File: src/hw/rtl/assert_macros.svh
// Assertion macros shared by the RTL. They compile to nothing when SYNTH is defined.
`ifndef ASSERT_MACROS_SVH
`define ASSERT_MACROS_SVH

`ifndef SYNTH
// The property must hold at every rising clock edge outside reset.
`define ASSERT_PROP(label, clk, rst, prop) \
   label: assert property (@(posedge clk) disable iff (rst) (prop)) \
      else $error("assertion failed");
// The expression must never be true at a rising clock edge outside reset.
`define ASSERT_NEVER(label, clk, rst, expr) \
   label: assert property (@(posedge clk) disable iff (rst) !(expr)) \
      else $error("forbidden condition seen");
`else
`define ASSERT_PROP(label, clk, rst, prop)
`define ASSERT_NEVER(label, clk, rst, expr)
`endif

`endif

File: src/hw/rtl/u8d_pkg.sv
`timescale 1ns / 1ps

package u8d_pkg;

   // Width of a code point, of a text byte and of the packed result data.
   localparam int unsigned CP_W        = 21;
   localparam int unsigned BYTE_W      = 8;
   localparam int unsigned RSP_TDATA_W = 24;

   // What the decode step hands to the output register for one item.
   typedef struct packed {
      logic            emit;
      logic [CP_W-1:0] code_point;
      logic            last;
   } step_type;

endpackage

File: src/hw/rtl/u8d_core.sv
`timescale 1ns / 1ps

module u8d_core (
   input  logic                      clock,
   input  logic                      reset,
   input  logic                      advance,
   input  logic [u8d_pkg::BYTE_W-1:0] text_byte,
   input  logic                      end_of_text,
   output u8d_pkg::step_type         step
);

   logic [1:0]               remaining_ff;
   logic [1:0]               remaining_in;
   logic [u8d_pkg::CP_W-1:0] partial_ff;
   logic [u8d_pkg::CP_W-1:0] partial_in;

   logic [u8d_pkg::CP_W-1:0] lead_value;
   logic [1:0]               lead_more;
   logic [u8d_pkg::CP_W-1:0] acc_value;
   logic [1:0]               remaining_dec;

   // Lead byte decode: the prefix picks the length and the payload bits.
   always_comb begin
      unique casez (text_byte)
         8'b0???????: begin
            lead_value = u8d_pkg::CP_W'(text_byte);
            lead_more  = 2'd0;
         end
         8'b110?????: begin
            lead_value = u8d_pkg::CP_W'(text_byte[4:0]);
            lead_more  = 2'd1;
         end
         8'b1110????: begin
            lead_value = u8d_pkg::CP_W'(text_byte[3:0]);
            lead_more  = 2'd2;
         end
         8'b11110???: begin
            lead_value = u8d_pkg::CP_W'(text_byte[2:0]);
            lead_more  = 2'd3;
         end
         default: begin
            // An invalid lead passes through as a one-byte character.
            lead_value = u8d_pkg::CP_W'(text_byte);
            lead_more  = 2'd0;
         end
      endcase
   end

   // Any byte inside a sequence adds its low six bits, whatever its top bits are.
   assign acc_value     = {partial_ff[u8d_pkg::CP_W-7:0], text_byte[5:0]};
   assign remaining_dec = remaining_ff - 2'd1;

   // Result of this item and the state it leaves behind.
   always_comb begin
      step.last = end_of_text;
      if (remaining_ff == 2'd0) begin
         step.emit       = (lead_more == 2'd0) || end_of_text;
         step.code_point = lead_value;
      end else begin
         step.emit       = (remaining_dec == 2'd0) || end_of_text;
         step.code_point = acc_value;
      end
      if (step.emit) begin
         remaining_in = 2'd0;
         partial_in   = '0;
      end else if (remaining_ff == 2'd0) begin
         remaining_in = lead_more;
         partial_in   = lead_value;
      end else begin
         remaining_in = remaining_dec;
         partial_in   = acc_value;
      end
   end

   // Sequence state moves only when an item leaves the input register.
   always_ff @(posedge clock) begin
      if (reset) begin
         remaining_ff <= 2'd0;
         partial_ff   <= '0;
      end else if (advance) begin
         remaining_ff <= remaining_in;
         partial_ff   <= partial_in;
      end
   end

endmodule

File: src/hw/rtl/utf8_codepoint_decoder.sv
`timescale 1ns / 1ps
// Channel   Direction  tdata (low bit up)         tuser  tlast
// req_      in         text_byte[7:0]             -      end_of_text
// rsp_      out        code_point[20:0], 3 zeros  -      last_of_text
//
// One input byte per cycle while no result waits on a stalled rsp_; a result passes the input register,
// the single decode step and the output register. The rate is set by that decode step.
// Reset clears the valid flags and the sequence state; no sequence is open afterwards.
// A stalled rsp_ holds its item; bytes that make no result keep flowing meanwhile.

`include "assert_macros.svh"

module utf8_codepoint_decoder (
   input  logic                             clock,
   input  logic                             reset,
   input  logic                             req_tvalid,
   output logic                             req_tready,
   input  logic [u8d_pkg::BYTE_W-1:0]       req_tdata,   // text_byte[7:0]
   input  logic                             req_tlast,
   output logic                             rsp_tvalid,
   input  logic                             rsp_tready,
   output logic [u8d_pkg::RSP_TDATA_W-1:0]  rsp_tdata,   // code_point[20:0], zero fill
   output logic                             rsp_tlast
);

   logic                        in_valid_ff;
   logic                        in_valid_in;
   logic [u8d_pkg::BYTE_W-1:0]  in_byte_ff;
   logic                        in_eot_ff;

   logic                        out_valid_ff;
   logic                        out_valid_in;
   logic [u8d_pkg::CP_W-1:0]    out_cp_ff;
   logic                        out_last_ff;

   logic                        out_free;
   logic                        advance;
   u8d_pkg::step_type           step;

   // Handshake: an item moves on unless it makes a result and the output slot is full.
   assign out_free     = !out_valid_ff || rsp_tready;
   assign advance      = in_valid_ff && (!step.emit || out_free);
   assign req_tready   = !in_valid_ff || advance;
   assign in_valid_in  = req_tready ? req_tvalid : in_valid_ff;
   assign out_valid_in = (advance && step.emit) ? 1'b1 : (rsp_tready ? 1'b0 : out_valid_ff);

   // Input register.
   always_ff @(posedge clock) begin
      if (reset) begin
         in_valid_ff <= 1'b0;
      end else begin
         in_valid_ff <= in_valid_in;
      end
   end

   always_ff @(posedge clock) begin
      if (req_tvalid && req_tready) begin
         in_byte_ff <= req_tdata;
         in_eot_ff  <= req_tlast;
      end
   end

   // Decode step with the open-sequence state.
   u8d_core u_core (
      .clock       (clock),
      .reset       (reset),
      .advance     (advance),
      .text_byte   (in_byte_ff),
      .end_of_text (in_eot_ff),
      .step        (step)
   );

   // Output register.
   always_ff @(posedge clock) begin
      if (reset) begin
         out_valid_ff <= 1'b0;
      end else begin
         out_valid_ff <= out_valid_in;
      end
   end

   always_ff @(posedge clock) begin
      if (advance && step.emit) begin
         out_cp_ff   <= step.code_point;
         out_last_ff <= step.last;
      end
   end

   assign rsp_tvalid = out_valid_ff;
   assign rsp_tdata  = {{(u8d_pkg::RSP_TDATA_W - u8d_pkg::CP_W){1'b0}}, out_cp_ff};
   assign rsp_tlast  = out_last_ff;

   // The final byte of a text always closes whatever sequence is open.
   `ASSERT_PROP(a_eot_emits, clock, reset, (advance && in_eot_ff) |-> step.emit)
   // A result never overwrites one that is still waiting.
   `ASSERT_NEVER(a_no_overwrite, clock, reset, advance && step.emit && !out_free)
   // A waiting result holds still until it is taken.
   `ASSERT_PROP(a_rsp_hold, clock, reset, (rsp_tvalid && !rsp_tready) |=> (rsp_tvalid && $stable(rsp_tdata) && $stable(rsp_tlast)))

endmodule

File: config.mk
export PLATFORM = sky130hd
export DESIGN_NAME = utf8_codepoint_decoder
export DESIGN_NICKNAME = d
export VERILOG_FILES = /design/src/hw/rtl/u8d_pkg.sv /design/src/hw/rtl/u8d_core.sv /design/src/hw/rtl/utf8_codepoint_decoder.sv
export VERILOG_INCLUDE_DIRS = /design/src /design/src/hw/rtl
export SDC_FILE = /design/constraint.sdc
export NUM_CORES = 1
export LEC_CHECK = 0
export BUFFER_PORTS_ARGS = -buffer_cell sky130_fd_sc_hd__buf_2
export CAP_MARGIN = 30
export CORE_MARGIN = 2
export CORE_UTILIZATION = 35
export CTS_BUF_LIST = sky130_fd_sc_hd__clkbuf_8
export DETAILED_ROUTE_END_ITERATION = 10
export GPL_TIMING_DRIVEN = 1
export PLACE_DENSITY_LB_ADDON = 0.08
export SYNTH_ARGS = -nofsm -noshare
export SYNTH_HDL_FRONTEND = slang
export SYNTH_SLANG_ARGS = --single-unit
export TNS_END_PERCENT = 50
File: constraint.sdc
create_clock -name clock -period 4 [get_ports clock]
set_input_delay 0.6 -clock clock [delete_from_list [all_inputs] [get_ports clock]]
set_output_delay 0.6 -clock clock [all_outputs]
set_load 0.02 [all_outputs]
==> out/metrics.yaml <==
worstPathArrival_ns: 1.54
timing.setup.critical_path_class: "flip-flop to output pin"
slew_headroom: 0.589
worst_clock_skew_ns: 0.00566
cts-root-to-sink-buffers: 2
hold_buffers: 0
netlist_top_cells_area: "edfxtp_1, dfxtp_1, a22o_2, nor2b_1, a21oi_1"
synth_cell_type_count: 27
path_cells: "nand3_1, a21oi_1, o211ai_1, buf_2"
grt_pass1_wl_um: 4890
yosysTopAreaCellShare: 0.504
worst_skew_pair.late_latency_ns: 0.30
cts_htree_levels: 2
cts_tree: "built"
min_delay_path_depth: 1
crit_required_ns: 3.40
detail_route.vias_per_cell: 4.43
synth.yosys.seq_area_share: 0.710
boundaryPins: 40
synth_seq_cells: 50
worst_r2r_endpoint: "out_cp_ff[7]"
timing.reg2reg.worst_path_depth: 5
drt-initial-drc-count: 46
grt_antenna_before_repair: 0
grtUsageMet1: 0.126
cp-endpoint: "req_tready"
routed_wire_length_per_instance_um: 12.2
period_minus_slack_ns: 2.14
numPortBuffers: 36
areaGrowthSynthToFinish_pct: 19.5
critical_path.startpoint_type: "flip-flop"
critical_path.endpoint_type: "output pin"
setup.reg_to_reg.worst_slack_ns: 2.19
rows: 26
yosysTopAreaCell: "edfxtp_1"
die_height_um: 76.6
timing.final.setup_violations: 0
globalRouteTotalUtil: 0.107
fp.dieArea_um2: 5870
synth.cell_area_um2: 1850
cts_root_buffer: "clkbuf_8"
totalNegativeSetupSlack_ns: 0
wirelength_um: 2920
max-cap-violations: 0
clock_sinks: 50
globalplace.congestion: 0.716
antennaDiodeCount: 0
n_fill_cell: 503
synth_enable_flop_cells: 31
areal_power_density_over_the_cells_nw_per_um2: 445
hold_violations: 0
routed_via_count: 1055
power.leakage_nw: 0.829
detailed_place.area_um2: 2100
timing.final.max_slew_violations: 0
drtAntennaViolNets: 0
use_met2: 0.177
fin_nets: 180
worst_setup_hold_path_clk_slew_ns: 0.09
cts.repair.resized: 0
initial_utilization: 0.362
grt_util_met3: 0.0332
post_cts_setup_inserts: 0
fp.dieW_um: 76.6
post-route-period-util: 0.536
vdd.ir_drop.worst_mv: 0.156
worstHoldPathType: "primary input to flip-flop"
max_freq_mhz: 467
postSynthAreaPerCell_um2: 14.4
setup.worst_path.start: "in_byte_ff[3]"
maximum_number_of_pins_on_one_net_before_global_route_repair: 21
synth_most_common_cell: "edfxtp_1"
rr_startpoint: "in_byte_ff[6]"
synth_warnings: 0
slowest_cell_on_crit_path: "edfxtp_1"
detail_route.drc_violations: 0
synth.cells.most_frequent: "edfxtp_1, dfxtp_1, nor2b_1"
path_max_fanout: 7
floorplan.core_area_um2: 5110
cts_inserted_buffers: 5
place_hpwl_um: 2060
critical-path-max-stage-delay_ns: 0.48
fraction_of_final_layout_cells_with_drive_strength_greater_than_1: 0.399
rsz0062_at_grt: "false"
synthArstFlopShare: 0
syn-instance-count: 128
grt_pass1_vias: 1012
run_status: "finished clean"
drt_pre_antenna_iters: 4
actual_slew_at_the_worst_max_slew_pin_ns: 0.616
grt_busiest_layer: "met2"
synth_flop_cell: "edfxtp_1"
gr-total-overflow: 0
finish.instance_area_um2: 2210
-- metrics by stage --
stage	hold slack [ns]	cells	worst slack, ns	utilization	power, mW
global placement	0.458	228	1.77	0.406	0.646
floorplan	0.427	130	1.72	-	0.627
global route	0.454	238	1.75	0.432	1.02
detailed placement	0.454	230	2.13	0.411	0.649
CTS	0.458	238	1.83	0.432	0.994
finish	0.468	238	1.86	0.432	0.982
-- worst min path at each step --
stage,startpoint,to,slack [ns]
final,req_tdata[5],in_byte_ff[5],0.47
after global routing,req_tdata[6],in_byte_ff[6],0.45
after CTS,req_tlast,in_eot_ff,0.46
after detailed placement,in_byte_ff[2],out_cp_ff[2],0.45
after global placement,u_core.partial_ff[14],u_core.partial_ff[14],0.46
after floorplan,in_byte_ff[0],out_cp_ff[0],0.43
-- flip-flops by register name (all words and copies together), names as in the netlist --
name	count
u_core.remaining_ff	2
rsp_tlast	1
in_byte_ff	8
out_cp_ff	21
rsp_tvalid	1
in_eot_ff	1
u_core.partial_ff	15
in_valid_ff	1
-- cells by family (layout without fill, tap and decap cells) --
| family | Yosys count | in the layout | synth area share |
|---|---|---|---|
| multiplexers | 2 | 2 | 0.0122 |
| buffers and inverters | 13 | 51 | 0.0366 |
| other | 1 | 3 | 0.00203 |
| AO/OA/AOI/OAI | 34 | 34 | 0.150 |
| flip-flops | 50 | 50 | 0.710 |
| AND/OR/NAND/NOR | 28 | 28 | 0.0894 |
-- per-layer routing --
| layer | vias to the layer above | routed length (µm) |
|---|---|---|
| met5 | - | 0 |
| met3 | 6 | 143 |
| li1 | 540 | - |
| met1 | 478 | 1320 |
| met4 | 0 | 60 |
| met2 | 31 | 1390 |
-- cells in the final DEF (no fill, tap or decap), types with 2 or more instances in the layout --
master,instances
a2111o_1,2
a21boi_0,2
a21oi_1,7
a22o_2,15
a31o_2,2
and2_1,2
buf_2,36
clkbuf_8,5
clkinv_2,2
conb_1,3
dfxtp_1,19
edfxtp_1,31
inv_1,5
mux2_2,2
nor2_1,3
nor2b_1,16
o21ai_0,3
-- critical path, delay by kind of cell (launching register included) --
family,cells,cell delay (ns)
AOI/OAI and AO/OA,2,0.37
buffers and inverters,1,0.21
DFF,1,0.48
and+or+nand+nor,1,0.18
-- where the power goes --
group / internal [mW] / switching (mW) / leakage, nW
combinational: 0.0205 / 0.0407 / 0.321
sequential: 0.565 / 0.00903 / 0.450
clock: 0.184 / 0.162 / 0.0579
total: 0.770 / 0.212 / 0.829
-- cell type report --
class / count / area (µm²) / area share
clock buffers: 5 / 68.8 / 0.0312
clock inverters: 3 / 40.0 / 0.0181
inverters: 5 / 18.8 / 0.00850
multi-input cells: 67 / 478 / 0.217
flip-flops and latches: 50 / 1310 / 0.594
well taps: 70 / 87.6 / 0.0397
repair buffers: 38 / 203 / 0.0918
(Power assumes the default switching activity.)
